**src/rtl/sdw_pkg.sv**
```systemverilog
// ----------------------------------------------------------------------------
// Sine displacement warp package
// Beat types, register indexes, fixed-point constants and the sine builder.
// ----------------------------------------------------------------------------
package sdw_pkg;

  localparam int unsigned PX_W       = 10;
  localparam int unsigned PY_W       = 9;
  localparam int unsigned COL_W      = 8;
  localparam int unsigned GAIN_W     = 10;
  localparam int unsigned PHASE_W    = 21;
  localparam int unsigned KSCALE_W   = 20;
  localparam int unsigned TURN_PROD_W = PHASE_W + KSCALE_W;
  localparam int unsigned SINE_W     = 15;
  localparam int unsigned FRAC_W     = 16;
  localparam int unsigned CFG_IDX_W  = 1;
  localparam int unsigned CFG_DATA_W = 10;
  localparam int unsigned RGB_W      = 3 * COL_W;
  localparam int unsigned OUT_FIFO_DEPTH = 16;

  // 0.001 / (2*pi) turns per phase unit, Q0.32.
  localparam logic [KSCALE_W-1:0] TURN_SCALE = 20'd683565;
  // 2*pi in Q2.30.
  localparam logic [63:0] TWO_PI_Q30 = 64'd6746518852;
  // One half in Q0.16.
  localparam logic [FRAC_W-1:0] S_HALF = 16'd32768;

  typedef enum logic [CFG_IDX_W-1:0] {
    REG_GAIN_X = 1'b0,
    REG_GAIN_Y = 1'b1
  } cfg_reg_e;

  typedef struct packed {
    logic [PX_W-1:0]  pixel_x;
    logic [PY_W-1:0]  pixel_y;
    logic [COL_W-1:0] red_in;
    logic [COL_W-1:0] green_in;
    logic [COL_W-1:0] blue_in;
    logic             frame_start;
  } pix_in_t;

  typedef struct packed {
    logic [COL_W-1:0] red_out;
    logic [COL_W-1:0] green_out;
    logic [COL_W-1:0] blue_out;
    logic             out_frame_start;
  } pix_out_t;

  typedef struct packed {
    pix_in_t pix;
    logic    wr_bank;
  } item_t;

  // Quarter-wave sine entry in Q0.15 from a truncated Q2.30 Taylor series.
  // Only ever evaluated at elaboration to fill a constant table.
  function automatic logic [SINE_W-1:0] quarter_sine(input int unsigned j,
                                                     input int unsigned tb);
    logic [63:0] a;
    logic [63:0] a2;
    logic [63:0] term;
    logic [63:0] prod;
    logic [63:0] pos;
    logic [63:0] neg;
    logic [63:0] v;
    a    = (64'(j) * TWO_PI_Q30) >> tb;
    a2   = (a * a) >> 30;
    term = a;
    pos  = a;
    neg  = 64'd0;
    for (int k = 1; k <= 8; k++) begin
      prod = (term * a2) >> 30;
      unique case (k)
        1:       term = prod / 64'd6;
        2:       term = prod / 64'd20;
        3:       term = prod / 64'd42;
        4:       term = prod / 64'd72;
        5:       term = prod / 64'd110;
        6:       term = prod / 64'd156;
        7:       term = prod / 64'd210;
        default: term = prod / 64'd272;
      endcase
      if ((k % 2) == 1) begin
        neg = neg + term;
      end else begin
        pos = pos + term;
      end
    end
    v = (pos > neg) ? pos - neg : 64'd0;
    v = (v * 64'd32768 + (64'd1 << 29)) >> 30;
    if (v > 64'd32767) begin
      v = 64'd32767;
    end
    return v[SINE_W-1:0];
  endfunction

endpackage

```
**src/rtl/sdw_addr.sv**
```systemverilog
// ----------------------------------------------------------------------------
// Address stages
// Wraps the displaced coordinates into the frame and forms the bank addresses.
// ----------------------------------------------------------------------------
module sdw_addr #(
  parameter int unsigned WIDTH  = 640,
  parameter int unsigned HEIGHT = 480
) (
  input  logic                                clk_i,
  input  logic                                rst_ni,
  input  logic                                valid_i,
  input  sdw_pkg::item_t                      item_i,
  input  logic [$clog2(WIDTH)-1:0]            off_x_i,
  input  logic [$clog2(HEIGHT)-1:0]           off_y_i,
  output logic                                valid_o,
  output sdw_pkg::item_t                      item_o,
  output logic                                we_o,
  output logic [$clog2(WIDTH*HEIGHT)-1:0]     waddr_o,
  output logic [$clog2(WIDTH*HEIGHT)-1:0]     raddr_o
);

  localparam int unsigned CW = $clog2(WIDTH);
  localparam int unsigned RW = $clog2(HEIGHT);
  localparam int unsigned AW = $clog2(WIDTH * HEIGHT);
  localparam int unsigned XS = ((sdw_pkg::PX_W > CW) ? sdw_pkg::PX_W : CW) + 1;
  localparam int unsigned YS = ((sdw_pkg::PY_W > RW) ? sdw_pkg::PY_W : RW) + 1;
  localparam logic [XS-1:0] W_C = XS'(WIDTH);
  localparam logic [YS-1:0] H_C = YS'(HEIGHT);
  localparam logic [CW-1:0] W_LAST = CW'(WIDTH - 1);
  localparam logic [RW-1:0] H_LAST = RW'(HEIGHT - 1);

  logic              v7_q, v8_q, v9_q;
  sdw_pkg::item_t    item7_q, item8_q, item9_q;
  logic [XS-1:0]     sx_d, sx_q, tx;
  logic [YS-1:0]     sy_d, sy_q, ty;
  logic [CW-1:0]     rx_d, rx_q;
  logic [RW-1:0]     ry_d, ry_q;
  logic [XS-1:0]     px8;
  logic [YS-1:0]     py8;
  logic              we_d, we_q;
  logic [AW-1:0]     waddr_d, waddr_q;
  logic [AW-1:0]     raddr_d, raddr_q;

  assign sx_d = XS'(item_i.pix.pixel_x) + XS'(off_x_i);
  assign sy_d = YS'(item_i.pix.pixel_y) + YS'(off_y_i);

  assign tx   = (sx_q >= W_C) ? sx_q - W_C : sx_q;
  assign ty   = (sy_q >= H_C) ? sy_q - H_C : sy_q;
  assign rx_d = (tx >= W_C) ? W_LAST : tx[CW-1:0];
  assign ry_d = (ty >= H_C) ? H_LAST : ty[RW-1:0];

  assign px8     = XS'(item8_q.pix.pixel_x);
  assign py8     = YS'(item8_q.pix.pixel_y);
  assign we_d    = v8_q && (px8 < W_C) && (py8 < H_C);
  assign waddr_d = AW'(py8[RW-1:0]) * AW'(WIDTH) + AW'(px8[CW-1:0]);
  assign raddr_d = AW'(ry_q) * AW'(WIDTH) + AW'(rx_q);

  always_ff @(posedge clk_i or negedge rst_ni) begin
    if (!rst_ni) begin
      v7_q <= 1'b0;
      v8_q <= 1'b0;
      v9_q <= 1'b0;
      we_q <= 1'b0;
    end else begin
      v7_q <= valid_i;
      v8_q <= v7_q;
      v9_q <= v8_q;
      we_q <= we_d;
    end
  end

  always_ff @(posedge clk_i) begin
    item7_q <= item_i;
    sx_q    <= sx_d;
    sy_q    <= sy_d;
    item8_q <= item7_q;
    rx_q    <= rx_d;
    ry_q    <= ry_d;
    item9_q <= item8_q;
    waddr_q <= waddr_d;
    raddr_q <= raddr_d;
  end

  assign valid_o = v9_q;
  assign item_o  = item9_q;
  assign we_o    = we_q;
  assign waddr_o = waddr_q;
  assign raddr_o = raddr_q;

endmodule

```
**config.mk**
```make
export PLATFORM = sky130hd
export DESIGN_NAME = sdw_addr
export DESIGN_NICKNAME = d
export VERILOG_FILES = /design/src/rtl/sdw_pkg.sv /design/src/rtl/sdw_addr.sv
export SDC_FILE = /design/constraint.sdc
export NUM_CORES = 1
export LEC_CHECK = 0
export BUFFER_PORTS_ARGS = -buffer_cell sky130_fd_sc_hd__buf_2
export CORE_MARGIN = 8
export CORE_UTILIZATION = 25
export CTS_BUF_LIST = sky130_fd_sc_hd__clkbuf_2
export DETAILED_ROUTE_END_ITERATION = 12
export GPL_ROUTABILITY_DRIVEN = 0
export HOLD_SLACK_MARGIN = 0.12
export PLACE_DENSITY = 0.45
export SLEW_MARGIN = 25
export SYNTH_ARGS = -nofsm -noshare
export SYNTH_HDL_FRONTEND = slang
export SYNTH_SLANG_ARGS = --single-unit
```
**constraint.sdc**
```tcl
create_clock -name clk_i -period 4.8 [get_ports clk_i]
set_clock_uncertainty 0.05 [all_clocks]
set_input_delay 0.24 -clock clk_i [delete_from_list [all_inputs] [get_ports clk_i]]
set_output_delay 0.24 -clock clk_i [all_outputs]
set_load 0.02 [all_outputs]
```
== Yosys cells after proc, flatten, opt, wreduce, memory -nomap -nowiden ==
Index checks and enable logic that the tools add are counted.
Word-level totals
  bits of input ports: 67
  register bits: 217
  word-level logic and storage cells: 49
  output and inout port bits: 85
Cells by class
  magnitude comparators: 6
  muxes and demuxes: 2
  $mul: 2
  reduce and logical (&&, ||, !) cells: 2
  add/sub/neg operators: 6
Operators by type and width (number)
  $add A19 B10 Y19: 2
  $mul A9 B3 Y12 const B: 2
  $ge A11 B10 Y1 const B: 2
  $ge A10 B9 Y1 const B: 2
  $add A10 B10 Y11: 1
  $mux W11: 1
  $sub A11 B10 Y11 const B: 1
  $add A9 B9 Y10: 1
  $lt A10 B10 Y1 const B: 1
  $mux W10: 1
  $sub A10 B9 Y10 const B: 1
  $lt A9 B9 Y1 const B: 1
  $logic_and A1 B1 Y1: 2

== Depth between registers and ports, before layout ==
  depth after elaboration: 3
  gate-level depth with buffers: 9
  mapped depth without buffers: 9

== Least setup slack after synthesis ==
Ideal clock, no wire load.
  path kind: flip-flop to flip-flop
  start point: register item8_q[27] (netlist bit)
  end point: register waddr_q[18] (netlist: waddr_o[18])
  data arrival time: 2404 ps
  path slack: 2229 ps
  stages on the path, launching flop included: 10
  cells stage by stage: dfxtp_1 ha_1 ha_1 fa_1 a211oi_1 o21bai_1 a21oi_1 xnor2_1 and4bb_1 o22a_1
On the way
  cells in the longest elaborated chain, start to end: 2
Ends and longest elaborated chain
  start, declared: RTL line sdw_addr.sv:33  | sdw_pkg::item_t item7_q, item8_q, item9_q;
  start signal, assigned: RTL line sdw_addr.sv:76  | item8_q <= item7_q;
  $mul A9 B3 Y12: RTL line sdw_addr.sv:55  | assign waddr_d = AW'(py8[RW-1:0]) * AW'(WIDTH) + AW'(px8[CW-1:0]);
  $add A19 B10 Y19: RTL line sdw_addr.sv:55
  via waddr_d[18]: RTL line sdw_addr.sv:41  | logic [AW-1:0] waddr_d, waddr_q;
  end signal, assigned: RTL line sdw_addr.sv:80  | waddr_q <= waddr_d;
  end, declared: RTL line sdw_addr.sv:41
The timed path passes the listed nets, and every way through them passes these cells.
A chain may end at the register's enable or synchronous reset.

== Worst setup path in the final report ==
  start point: input item_i[35] (netlist bit)
  end point: register sx_q[10]
On the way
  cells in the longest elaborated chain, start to end: 1
Ends and longest elaborated chain
  start, declared: RTL line sdw_addr.sv:12  | input sdw_pkg::item_t item_i,
  $add A10 B10 Y11: RTL line sdw_addr.sv:44  | assign sx_d = XS'(item_i.pix.pixel_x) + XS'(off_x_i);
  via sx_d[10]: RTL line sdw_addr.sv:34  | logic [XS-1:0] sx_d, sx_q, tx;
  end signal, assigned: RTL line sdw_addr.sv:74  | sx_q <= sx_d;
  end, declared: RTL line sdw_addr.sv:34
The timed path passes the listed nets, and every way through them passes these cells.

==> key figures <==
Outcome
  • Outcome: complete, no violations

Worst setup path
  • CP startpoint kind: input port
  • Setup crit end kind: register
  • Critical path type: in -> reg
  • Data arrival time of the critical path: 3690 ps
  • CP required: 5440 ps
  • Maximum fanout along the worst path: 2
  • Worst r2r path cells: 9

Logic synthesis
  • Unique masters post-synth: 59
  • Sequential fraction of the synthesis area: 0.624
  • Synthesized area per cell: 12.4 um2
  • Post-synthesis cell area: 0.00677 mm2
  • Synth Net Count: between 600 and 700
  • Post-synthesis async set-or-reset flop share: 0.0190
  • Post-synthesis cell count: 546
  • Synth Warn #: 0
  • Number of flops mapped to enable cells by yosys: 0
  • Synthesized flop and latch total: 210
  • Top_reg_cell synth: dfxtp_1

Clocking
  • Post-CTS Setup Bufs: 0
  • PostCTS Resize Cnt: 0
  • Maximum clock insertion buffer count: 3
  • Number of CTS-inserted buffers: 55
  • Clk slew on worst S/H paths: 100 ps
  • Clock sinks: 210
  • Root Buffer: clkbuf_2
  • CTS tree: yes
  • H-tree depth: 2
  • Worst-Skew Late Latency: 770 ps

Power
  • Tot Pwr: 4800 uW
  • Leakage: 0.00450 uW
  • PD cells: 493 mW/mm2
  • Max VDD drop: 0.284 mV

Cells and area
  • Share of layout cells above drive strength 1: 0.277
  • Syn-to-layout area delta: 44.1%
  • Nets: 1003
  • Final core utilization: 0.364
  • Final cell count without fillers: 1259

STA
  • Unrepaired setup endpoints after global routing: no
  • Setup_tns: 0 ps
  • Tightest Pin Transition: around 480 ps
  • Final Setup Violations: 0
  • Max-slew violations: 0
  • Hold Vio Cnt, Final: 0
  • Fin crit period: 3050 ps
  • Fmax: 0.327 GHz
  • Max_slew headroom: 0.678
  • Final cycle utilization of the critical path: 0.636

GRT
  • GRT Util Overall: 0.0960
  • Global-route wire length before repair: about 26000 um
  • Largest net degree at the start of global routing: 16
  • Initial antenna violation count: 1
  • Grt total ovfl: 0
  • Vias in the first global route: 5261

Detailed routing
  • Vias per Instance: 3.92
  • DR iter-0 viols: 106
  • Vias: 4937
  • Post-Route WL: 15500 um
  • Detail Route Antenna Nets: 0
  • Pre-antenna DRT Iters: 4
  • DRC Markers: 0
  • WL per Instance: 12.3 um

Die
  • Core Rows: 60
  • Top Ports: 152
  • Starting Density: 0.253
  • Die Ht: 181 um
  • Chip width: 181 um
  • DIE AREA: 0.0326 mm2
  • Core ar.: between 0.02 and 0.03 mm2

Hold path
  • Min-Delay Path Class: reg -> reg
  • Hold depth: 0

Placement
  • DP Wirelength: 10800 um
  • IO Port Bufs: 151
  • Placed cells: 1028

Flow run
  • Max-Cap Viols: 0
[logic make-up (layout without fill, tap and decap cells)]
logic type	Yosys count	count (layout)	synth area share
other	0	2	0
DFF	210	210	0.624
adders and majority gates	62	62	0.121
muxes	3	3	0.00444
xor gates and xnor gates	43	43	0.0556
buffers and inverters	37	407	0.0244
AOI/OAI and AO/OA	90	90	0.0917
and+or+nand+nor	101	101	0.0784
[where the power goes]
group | switching, uW | internal (uW) | total (uW)
Sequential | 112 | 2000 | 2120
Combinational | 762 | 628 | 1390
Clock | 698 | 600 | 1300
[per-layer routing]
metal,up-vias,GRT usage,part of all wire
li1,2567,-,-
met1,2182,0.121,0.49
met2,154,0.141,0.41
met4,0,0.0403,0.022
met3,34,0.0409,0.073
met5,-,0,0
[final timing paths]
path                        startpoint     endpoint  slack (ps)
max                         item_i[35]     sx_q[10]        1750
min                        item8_q[19]   item_o[19]         260
max reg2reg                    ry_q[1]  raddr_o[18]        1920
min reg2reg                item8_q[19]   item_o[19]         260
max in group asynchronous       rst_ni         we_o        4210
min in group asynchronous       rst_ni         v8_q         320
[Yosys cell counts, drive strengths merged, types with 3 or more instances]
cell	instances	share of area
o21ai	19	0.014
ha	56	0.10
nor2b	7	0.0065
clkbuf	3	0.0017
o21bai	4	0.0044
inv	27	0.015
nor3	9	0.0067
dfxtp	206	0.61
buf	7	0.0078
mux2i	3	0.0044
nor2	24	0.013
or2	10	0.0092
a21oi	21	0.016
xnor2	32	0.041
a211oi	4	0.0044
o21a	6	0.0067
or4	3	0.0039
a21o	7	0.0078
dfrtp	4	0.015
nand2b	7	0.0065
a21boi	3	0.0033
nand3	5	0.0037
or3	5	0.0046
nand2	20	0.011
xor2	11	0.014
fa	6	0.018
a211o	3	0.0039
[layout make-up]
cell class | count | area, um2
antenna | 2 | 5.00
tap | 341 | 427
fill | 2680 | 17100
sequential | 210 | 4220
clock buffer | 77 | 385
inverter | 27 | 101
multi-input combinational | 299 | 2380
clock inverter | 22 | 171
timing repair buffer | 281 | 2060
[layout by cell type (no fill, tap or decap), types with 10 or more instances in the layout]
| master | n |
|---|---|
| inv_1 | 27 |
| xnor2_1 | 32 |
| nand2_1 | 20 |
| a21oi_1 | 20 |
| dfxtp_1 | 206 |
| or2_2 | 10 |
| clkinv_1 | 13 |
| buf_2 | 151 |
| xor2_1 | 11 |
| dlygate4sd3_1 | 130 |
| o21ai_0 | 18 |
| nor2_1 | 24 |
| clkbuf_2 | 77 |
| ha_1 | 56 |
[per-stage QoR]
stage	worst slack (ps)	hold WS, ps	area (um2)
after floorplan	2230	-106	6770
after global placement	2030	-3.37	7890
after detailed placement	1990	-1.40	7890
after CTS	1830	155	9740
after global routing	1670	187	9750
final	1750	262	9750
[state kept, by name, summed over array words and instances (netlist names)]
register and flops:
waddr_o 12, sy_q 10, raddr_o 19, item8_q 45
v7_q 1, sx_q 11, v8_q 1, valid_o 1
rx_q 10, item_o 45, item7_q 45, ry_q 9
we_o 1
[critical path: stages]
cell,delay [ps]
dlygate4sd3_1,510
buf_2,100
dlygate4sd3_1,570
ha_1,180
inv_1,60
fa_1,390
nor2b_1,110
o21ai_0,110
a21boi_0,310
o21ai_0,160
a21oi_1,230
a31o_2,190
dlygate4sd3_1,530
[timing repair]
action                                 in CTS  in global routing
hold buffers                              130                  0
endpoints found under the hold margin      71                  0
setup endpoints to repair                   0                  0
No activity file was read; power rests on OpenSTA's default activity.
