## src/rtl/sdw_pkg.sv

```systemverilog
// ----------------------------------------------------------------------------
// Sine displacement warp package
// Beat types, register indexes, fixed-point constants and the sine builder.
// ----------------------------------------------------------------------------
package sdw_pkg;

  localparam int unsigned PX_W       = 10;
  localparam int unsigned PY_W       = 9;
  localparam int unsigned COL_W      = 8;
  localparam int unsigned GAIN_W     = 10;
  localparam int unsigned PHASE_W    = 21;
  localparam int unsigned KSCALE_W   = 20;
  localparam int unsigned TURN_PROD_W = PHASE_W + KSCALE_W;
  localparam int unsigned SINE_W     = 15;
  localparam int unsigned FRAC_W     = 16;
  localparam int unsigned CFG_IDX_W  = 1;
  localparam int unsigned CFG_DATA_W = 10;
  localparam int unsigned RGB_W      = 3 * COL_W;
  localparam int unsigned OUT_FIFO_DEPTH = 16;

  // 0.001 / (2*pi) turns per phase unit, Q0.32.
  localparam logic [KSCALE_W-1:0] TURN_SCALE = 20'd683565;
  // 2*pi in Q2.30.
  localparam logic [63:0] TWO_PI_Q30 = 64'd6746518852;
  // One half in Q0.16.
  localparam logic [FRAC_W-1:0] S_HALF = 16'd32768;

  typedef enum logic [CFG_IDX_W-1:0] {
    REG_GAIN_X = 1'b0,
    REG_GAIN_Y = 1'b1
  } cfg_reg_e;

  typedef struct packed {
    logic [PX_W-1:0]  pixel_x;
    logic [PY_W-1:0]  pixel_y;
    logic [COL_W-1:0] red_in;
    logic [COL_W-1:0] green_in;
    logic [COL_W-1:0] blue_in;
    logic             frame_start;
  } pix_in_t;

  typedef struct packed {
    logic [COL_W-1:0] red_out;
    logic [COL_W-1:0] green_out;
    logic [COL_W-1:0] blue_out;
    logic             out_frame_start;
  } pix_out_t;

  typedef struct packed {
    pix_in_t pix;
    logic    wr_bank;
  } item_t;

  // Quarter-wave sine entry in Q0.15 from a truncated Q2.30 Taylor series.
  // Only ever evaluated at elaboration to fill a constant table.
  function automatic logic [SINE_W-1:0] quarter_sine(input int unsigned j,
                                                     input int unsigned tb);
    logic [63:0] a;
    logic [63:0] a2;
    logic [63:0] term;
    logic [63:0] prod;
    logic [63:0] pos;
    logic [63:0] neg;
    logic [63:0] v;
    a    = (64'(j) * TWO_PI_Q30) >> tb;
    a2   = (a * a) >> 30;
    term = a;
    pos  = a;
    neg  = 64'd0;
    for (int k = 1; k <= 8; k++) begin
      prod = (term * a2) >> 30;
      unique case (k)
        1:       term = prod / 64'd6;
        2:       term = prod / 64'd20;
        3:       term = prod / 64'd42;
        4:       term = prod / 64'd72;
        5:       term = prod / 64'd110;
        6:       term = prod / 64'd156;
        7:       term = prod / 64'd210;
        default: term = prod / 64'd272;
      endcase
      if ((k % 2) == 1) begin
        neg = neg + term;
      end else begin
        pos = pos + term;
      end
    end
    v = (pos > neg) ? pos - neg : 64'd0;
    v = (v * 64'd32768 + (64'd1 << 29)) >> 30;
    if (v > 64'd32767) begin
      v = 64'd32767;
    end
    return v[SINE_W-1:0];
  endfunction

endpackage

```

## src/rtl/sdw_phase.sv

```systemverilog
// ----------------------------------------------------------------------------
// Phase stages
// Gain products, phase sum and scaling to turns; yields the sine table index.
// ----------------------------------------------------------------------------
module sdw_phase #(
  parameter int unsigned SINE_TABLE_BITS = 10
) (
  input  logic                              clk_i,
  input  logic                              rst_ni,
  input  logic                              valid_i,
  input  sdw_pkg::item_t                    item_i,
  input  logic [sdw_pkg::GAIN_W-1:0]        gain_x_i,
  input  logic [sdw_pkg::GAIN_W-1:0]        gain_y_i,
  output logic                              valid_o,
  output sdw_pkg::item_t                    item_o,
  output logic [SINE_TABLE_BITS-1:0]        idx_o
);

  localparam int unsigned PA_W = sdw_pkg::PX_W + sdw_pkg::GAIN_W;
  localparam int unsigned PB_W = sdw_pkg::PY_W + sdw_pkg::GAIN_W;
  localparam int unsigned PW   = sdw_pkg::PHASE_W;
  localparam int unsigned TW   = sdw_pkg::TURN_PROD_W;

  logic                       v1_q, v2_q, v3_q;
  sdw_pkg::item_t             item1_q, item2_q, item3_q;
  logic [PA_W-1:0]            pa_d, pa_q;
  logic [PB_W-1:0]            pb_d, pb_q;
  logic [PW-1:0]              p_d, p_q;
  logic [TW-1:0]              turn_prod;
  logic [SINE_TABLE_BITS-1:0] idx_d, idx_q;

  assign pa_d      = PA_W'(item_i.pix.pixel_x) * PA_W'(gain_x_i);
  assign pb_d      = PB_W'(item_i.pix.pixel_y) * PB_W'(gain_y_i);
  assign p_d       = PW'(pa_q) + PW'(pb_q);
  assign turn_prod = TW'(p_q) * TW'(sdw_pkg::TURN_SCALE);
  assign idx_d     = turn_prod[31 -: SINE_TABLE_BITS];

  always_ff @(posedge clk_i or negedge rst_ni) begin
    if (!rst_ni) begin
      v1_q <= 1'b0;
      v2_q <= 1'b0;
      v3_q <= 1'b0;
    end else begin
      v1_q <= valid_i;
      v2_q <= v1_q;
      v3_q <= v2_q;
    end
  end

  always_ff @(posedge clk_i) begin
    item1_q <= item_i;
    pa_q    <= pa_d;
    pb_q    <= pb_d;
    item2_q <= item1_q;
    p_q     <= p_d;
    item3_q <= item2_q;
    idx_q   <= idx_d;
  end

  assign valid_o = v3_q;
  assign item_o  = item3_q;
  assign idx_o   = idx_q;

endmodule

```

## config.mk

```make
export PLATFORM = sky130hd
export DESIGN_NAME = sdw_phase
export DESIGN_NICKNAME = d
export VERILOG_FILES = /design/src/rtl/sdw_pkg.sv /design/src/rtl/sdw_phase.sv
export SDC_FILE = /design/constraint.sdc
export NUM_CORES = 1
export LEC_CHECK = 0
export BUFFER_PORTS_ARGS = -buffer_cell sky130_fd_sc_hd__buf_2
export CAP_MARGIN = 20
export CORE_UTILIZATION = 44
export DETAILED_ROUTE_END_ITERATION = 10
export GPL_ROUTABILITY_DRIVEN = 0
export HOLD_SLACK_MARGIN = 0.15
export PLACE_DENSITY_LB_ADDON = 0.08
export SYNTH_ARGS = -nofsm -noshare
export SYNTH_HDL_FRONTEND = slang
export SYNTH_SLANG_ARGS = --single-unit
```

## constraint.sdc

```tcl
create_clock -name clk_i -period 5.1 [get_ports clk_i]
set_input_delay 0.255 -clock clk_i [delete_from_list [all_inputs] [get_ports clk_i]]
set_output_delay 0.255 -clock clk_i [all_outputs]
set_load 0.05 [all_outputs]
```

======== Yosys cells after proc, flatten, opt, wreduce, memory -nomap -nowiden ========
Cells that the tools add are included.
operators by class
  add/subtract/negate cells ............... 1
  multipliers ............................. 3
  divide/modulo/power cells ............... 0
  order comparisons ....................... 0
  equality and inequality tests ........... 0
  shifts and indexed selects .............. 0
  muxes and demuxes ....................... 0
  bitwise gates (word level) .............. 0
  reduce and logical (&&, ||, !) cells .... 0
operator list
  operator                                                                count
  21-bit by 20-bit multiplier with 32-bit output (second input constant)  1
  20-bit by 19-bit adder with 21-bit output                               1
  10-bit by 10-bit multiplier with 20-bit output                          1
  9-bit by 10-bit multiplier with 19-bit output                           1
word-level totals
  bits in registers ....................... 208
  latch bits .............................. 0
  RAM bits ................................ 0
  ROM bits ................................ 0
  memories kept ........................... 0

======== Depth between registers and ports, before layout ========
Gate-level depths: netlist of run 1.
  depth after elaboration ................. 1
  gate-level depth with buffers ........... 21
  gate-level depth less buffers ........... 21

======== Worst setup path after synthesis of run 1 ========
OpenSTA, ideal clock, no wires.
  kind .................................... reg2reg
  start point ............................. register p_q[6]
  end point ............................... register idx_q[9], in the netlist idx_o[9]
  library setup time ...................... 0.121 ns
  arrival ................................. 5.342 ns
  data required time ...................... 4.979 ns
  setup slack ............................. -0.363 ns
  cell stages (with the launch flop) ...... 20
  path buffers ............................ 0
  period minus slack after synthesis ...... 5.463 ns
  cell sequence ........................... dfxtp_1 > ha_1 > fa_1 > inv_1 > fa_1 > inv_1 > fa_1 > fa_1 > fa_1 > inv_1 > fa_1 > inv_1 > ha_1 > nand3_1 > o221ai_1 > a211oi_1 > o2111ai_1 > a31oi_1 > o21bai_1 > xnor2_1
between the ends
  cells in the longest elaborated chain, start to end .. 1
ends and longest elaborated chain
  element                                         line             source
  start: declaration                              sdw_phase.sv:28  logic [PW-1:0] p_d, p_q;
  start signal: assignment                        sdw_phase.sv:55  p_q <= p_d;
  21-bit by 20-bit multiplier with 32-bit output  sdw_phase.sv:35  assign turn_prod = TW'(p_q) * TW'(sdw_pkg::TURN_SCALE);
  via turn_prod[31]                               sdw_phase.sv:29  logic [TW-1:0] turn_prod;
  end signal: assignment                          sdw_phase.sv:57  idx_q <= idx_d;
  end: declaration                                sdw_phase.sv:30  logic [SINE_TABLE_BITS-1:0] idx_d, idx_q;
The timed path passes the listed nets, and every way through them passes these cells.

======== Final worst setup path of run 1 ========
  start point ............................. register p_q[4]
  end point ............................... register idx_q[2], in the netlist idx_o[2]
The elaborated chain is that of the path after synthesis.

==> results_dict.tcl, run 1 <==
set metrics [dict create \
    status "finished with violations" \
    violations "negative setup slack" \
    grt_pass1_vias 12800 \
    finalHoldViolCount 0 \
    maxSlewViolCount 0 \
    netlist_instances 1744 \
    via_per_inst 4.69 \
    fin_skew_ps 14.6 \
    slew_headroom_pct 64.1 \
    critPathKind "reg -> reg" \
    clk_pin_slew_ps 60 \
    cts_buffers 24 \
    die_area_um2 41000 \
    hold_class "in -> reg" \
    cp-start-kind "flop" \
    maxCapViolCount 0 \
    row_count 73 \
    htree_levels 1 \
    tightest_slew_ps 532 \
    setup_viol 10 \
    setup-tns-final_ps -2000 \
    fill_cells 3672 \
    wirelength_mm 38.5 \
    drtPass1Iterations 4 \
    cp-startpoint "p_q[4]" \
    die_h_um 203 \
    root_buffer "clkbuf_16" \
    rr_startpoint "p_q[4]" \
    synth.largest_area_cell "fa_1" \
    place_inst 2450 \
    grt_usage_pct 19.4 \
    dp.final_hpwl_mm 32.1 \
    numPortBuffers 123 \
    fmax_ghz 0.187 \
    final_common_cell "inv_1" \
    ys_seq_area_share_pct 23.6 \
    timing.hold.ws_ps 214 \
    crit_fanout 5 \
    yosysTopAreaCellShare_pct 29.1 \
    arrival_ps 5810 \
    ys_top_cells_by_area "fa_1 29%, dfxtp_1 23%, ha_1 20%, inv_1 9.4%, nand2_1 2.9%" \
    crit_end "idx_o[2]" \
    drive_above_1_share_pct 16.5 \
    post-route-min-period_ps 5340 \
    core-area_um2 39700 \
    ant_nets 0 \
    start_util_pct 44.6 \
    wire_per_inst_um 15.1 \
    synthArstFlopShare_pct 1.44 \
    worst_slack_ps -241 \
    n_antenna_cell 0 \
    cts.sinks 208 \
    min_period_over_period_pct 105 \
    endpoint_kind "flop" \
    final_cells 2548 \
    grt_pass1_wl_mm 62.9 \
    synth-edff-count 0 \
    clock_path_buffers 3 \
    synth_cell_types 59 \
    drc 0 \
    area_delta_synth_final_pct 20.2 \
    die_w_um 203 \
    r2r_cells 21 \
    rsz0062_at_grt "yes" \
    clkLatencyLatePin_ps 540 \
    syn_nets 2353 \
    globalRouteOverflowTotal 0 \
    yosys_register_bits 208 \
    avgSynthCellArea_um2 10.1 \
    finalNetCount 2618 \
    min_path_cells 3 \
    cts_tree "built" \
    antenna_found_initial 0 \
    num_vias 12000 \
    final_cell_mix "432 x inv_1, 266 x ha_1, 251 x fa_1" \
    crit_required_ps 5560 \
    rrSetupSlack_ps -240 \
    reg2reg_to "idx_o[2]" \
    ioPinCount 124 \
    ys.warnings.count 0 \
    synth_flop_cell "dfxtp_1" \
    netlist_area_um2 17700 \
    drtIter0Drc 408 \
    grt_max_degree 14 \
]
==> metrics by stage <==
step                      instance area, µm²  utilization, %  setup slack, ps
after detailed placement               19700            49.5             -356
final                                  21300            53.5             -241
after global placement                 19700            49.5             -300
after CTS                              21000            53.0             -287
after global routing                   21300            53.5             -440
after floorplan                        17800               -             -101
==> cells in the mapped netlist (7+ instances only) <==
library cell / number
inv_1: 442
ha_1: 284
fa_1: 257
dfxtp_1: 205
nand2_1: 135
and2_1: 76
a21oi_1: 50
xnor2_1: 43
nor2_1: 38
clkbuf_1: 31
o21ai_0: 24
a21o_1: 16
nand3_1: 16
xor2_1: 14
o21a_1: 12
a211oi_1: 9
nor3_1: 8
nor2b_1: 7
==> sequential cells by signal, summed over array words and instances (netlist names) <==
signal / count
pa_q: 20
item2_q: 45
item1_q: 45
pb_q: 19
v2_q: 1
valid_o: 1
item_o: 45
idx_o: 10
p_q: 21
v1_q: 1
==> final cells by class <==
class                      count  area [µm²]  share of cell area (%)
multi-input combinational   1062       12100                    57.0
sequential                   208        4210                    19.8
timing repair buffer         271        1870                    8.80
inverter                     442        1660                    7.80
clock buffer                  31         658                    3.09
tap                          525         657                    3.09
clock inverter                 9        93.8                   0.441
==> worst max-delay path, cell delays in order, from the launching register on <==
cell and delay (ps):
dfxtp_1 440, ha_1 310, fa_1 380, inv_1 80, fa_2 440, fa_1 520
inv_2 40, fa_2 450, fa_1 490, inv_1 50, fa_1 490, inv_2 50
ha_4 220, a21oi_2 130, o221ai_2 110, a211oi_2 260, buf_4 180, buf_6 110
a21oi_4 60, o21a_1 220, nor2_2 110, xnor2_1 110
==> layer usage <==
layer | track usage, % | share of wire [%]
met3 | 2.20 | 3.2
met5 | 0 | 0
met2 | 35.3 | 52
met4 | 5.26 | 2.1
met1 | 24.3 | 43
==> worst min path at each step <==
stage	from	slack (ps)	endpoint
6_report	gain_y_i[1]	210	pb_q[1]
3_3_place_gp	rst_ni	50	v1_q
5_1_grt	gain_y_i[1]	230	pb_q[1]
4_1_cts	gain_y_i[1]	180	pb_q[1]
2_1_floorplan	rst_ni	-40	v1_q
3_5_place_dp	rst_ni	50	valid_o
==> cell families (layout without fill, tap and decap cells) <==
group | count (synthesis) | count (layout) | synth area share, %
buffers and inverters | 474 | 753 | 10.1
AOI/OAI and AO/OA | 155 | 155 | 5.84
adders and majority gates | 541 | 541 | 49.1
muxes | 2 | 2 | 0.113
xor gates and xnor gates | 57 | 57 | 2.82
DFF | 208 | 208 | 23.6
and+or+nand+nor | 307 | 307 | 8.38
==> what timing repair did <==
item / 4_1_cts / 5_1_grt
resized for setup: 19 / 43
setup endpoints to repair: 10 / 13
hold endpoints to repair: 51 / 0
pin swaps: 32 / 27
setup buffers: 7 / 1
hold buffers: 50 / 0
Power of run 1 is left out: the tool's default activity adds up to more than one toggle a clock period on the data nets, which glitch-free logic cannot reach.
==> run 2: changes to the inputs <==
--- a/config.mk
+++ b/config.mk
@@ -5,12 +5,13 @@
 export SDC_FILE = /design/constraint.sdc
 export NUM_CORES = 1
 export LEC_CHECK = 0
-export BUFFER_PORTS_ARGS = -buffer_cell sky130_fd_sc_hd__buf_2
+export BUFFER_PORTS_ARGS = -buffer_cell sky130_fd_sc_hd__clkbuf_2
 export CAP_MARGIN = 20
 export CORE_UTILIZATION = 44
 export DETAILED_ROUTE_END_ITERATION = 10
 export GPL_ROUTABILITY_DRIVEN = 0
 export HOLD_SLACK_MARGIN = 0.15
+export MAX_ROUTING_LAYER = met4
 export PLACE_DENSITY_LB_ADDON = 0.08
 export SYNTH_ARGS = -nofsm -noshare
 export SYNTH_HDL_FRONTEND = slang
==> run 2 against run 1 <==
  * The flow still finishes with violations (negative setup slack)
  * Non-clock buffer count grew 9
  * Maximum frequency shrank 1.2%
  * Register-to-register slack lost 70 ps
  * Count of clock-buffer cells in the layout grew 2
==> results_dict.tcl, run 2 (synthesis gave the netlist of run 1 again) <==
set metrics [dict create \
    min-delay-start "gain_x_i[0]" \
    row_count 73 \
    grt_usage_pct 19.9 \
    via_per_inst 4.70 \
    crit_required_ps 5560 \
    die_h_um 203 \
    n_antenna_cell 0 \
    clk_pin_slew_ps 60 \
    rr_startpoint "p_q[10]" \
    violations "negative setup slack" \
    worst_slack_ps -308 \
    use_met3_pct 2.09 \
    drc 0 \
    root_buffer "clkbuf_16" \
    setup_viol 10 \
    cp-start-kind "flop" \
    cts.sinks 208 \
    grtUsageMet2_pct 34.9 \
    die_w_um 203 \
    hold_class "in -> reg" \
    htree_levels 1 \
    status "finished with violations" \
    wire_per_inst_um 14.8 \
    arrival_ps 5870 \
    r2r_cells 21 \
    numPortBuffers 123 \
    fmax_ghz 0.185 \
    maxSlewViolCount 0 \
    globalRouteOverflowTotal 0 \
    ioPinCount 124 \
    wirelength_mm 37.9 \
    tightest_slew_ps 458 \
    grt_pass1_vias 13000 \
    min_period_over_period_pct 106 \
    min_to "pa_q[0]" \
    dp.final_hpwl_mm 32.3 \
    final_cell_mix "434 x inv_1, 267 x ha_1, 251 x fa_1" \
    cts_buffers 25 \
    reg2reg_to "idx_o[2]" \
    rrSetupSlack_ps -310 \
    grt_pass1_wl_mm 63.5 \
    drtPass1Iterations 4 \
    core-area_um2 39700 \
    min_path_cells 2 \
    drive_above_1_share_pct 17.0 \
    final_common_cell "inv_1" \
    clock_path_buffers 3 \
    gr-max-usage-layer "met2" \
    fin_skew_ps 9.22 \
    grt_max_degree 15 \
    cts_tree "built" \
    rsz0062_at_grt "yes" \
    finalHoldViolCount 0 \
    post-route-min-period_ps 5410 \
    num_vias 12000 \
    critPathKind "reg -> reg" \
    met1_usage_pct 24.7 \
    finalNetCount 2628 \
    antenna_found_initial 0 \
    die_area_um2 41000 \
    slew_headroom_pct 69.0 \
    dp_slack_ps -369 \
    start_util_pct 44.6 \
    crit_fanout 4 \
    endpoint_kind "flop" \
    clkLatencyLatePin_ps 540 \
    maxCapViolCount 0 \
    area_delta_synth_final_pct 20.7 \
    drtIter0Drc 321 \
    ant_nets 0 \
]
-- run 2: changes by cell type in the layout (fill, tap and decap cells not counted), moves of 2 or more --
cell / before / now
a21oi_1: 42 / 44
o21ai_2: 1 / 3
buf_6: 4 / 2
clkbuf_8: 1 / 5
buf_2: 121 / 1
a21oi_4: 4 / 2
o21ai_1: 3 / 1
buf_4: 95 / 106
clkbuf_2: 0 / 122
clkbuf_1: 5 / 3
inv_1: 432 / 434
inv_2: 10 / 8
-- run 2: layout make-up --
class                           count  area [µm²]
Fill cell                        3622       18400
Tap cell                          525         657
Sequential cell                   208        4210
Multi-Input combinational cell   1062       12100
Inverter                          442        1660
Clock inverter                     12         126
Clock buffer                       33         706
Timing Repair Buffer              280        1920
-- run 2: worst max path at each step --
stage                 start  slack (ps)       end  depth (start not counted)
floorplan            p_q[3]        -100  idx_o[9]                         19
global placement     p_q[3]        -300  idx_o[9]                         20
detailed placement   p_q[3]        -370  idx_o[9]                         20
CTS                  p_q[7]        -290  idx_o[3]                         20
global route         p_q[8]        -500  idx_o[3]                         19
finish              p_q[10]        -310  idx_o[2]                         21
-- run 2: routing by layer --
layer / routed length (µm) / up-vias
met1: 16600 / 5997
met5: 0 / -
met4: 635 / 0
met2: 19800 / 97
met3: 917 / 37
li1: - / 5914
-- run 2: what timing repair did --
item / CTS / global route
gates resized for setup: 32 / 22
buffers inserted: 4 / 4
endpoints found under the hold margin: 50 / 0
cloned: 0 / 0
pin swaps: 25 / 17
setup endpoints to repair: 10 / 13
hold buffers: 49 / 0
-- run 2: worst max-delay path: stages (launching register included) --
cell and delay (ps):
dfxtp_4 370, ha_4 270, inv_2 30, fa_1 450, fa_1 510, inv_2 40
fa_1 560, fa_1 440, fa_1 500, inv_1 50, fa_1 500, inv_2 50
ha_4 260, nand4_1 190, nor2_1 170, a211oi_2 90, buf_4 160, buf_4 140
a21oi_4 170, o21a_1 170, nor2_2 50, xnor2_1 170
-- run 2: through the flow --
stage          area, µm²  util, %  instances  TNS, ps  hold slack, ps
6_report           21400     53.8       2562    -2510             191
2_1_floorplan      17800        -       1744     -108           -40.6
3_5_place_dp       19700     49.7       2460    -2770            58.6
3_3_place_gp       19700     49.7       2460    -2010            53.3
4_1_cts            21200     53.5       2558    -2400             180
5_1_grt            21400     53.8       2562    -4440             193
Power of run 2 is left out for the same reason.
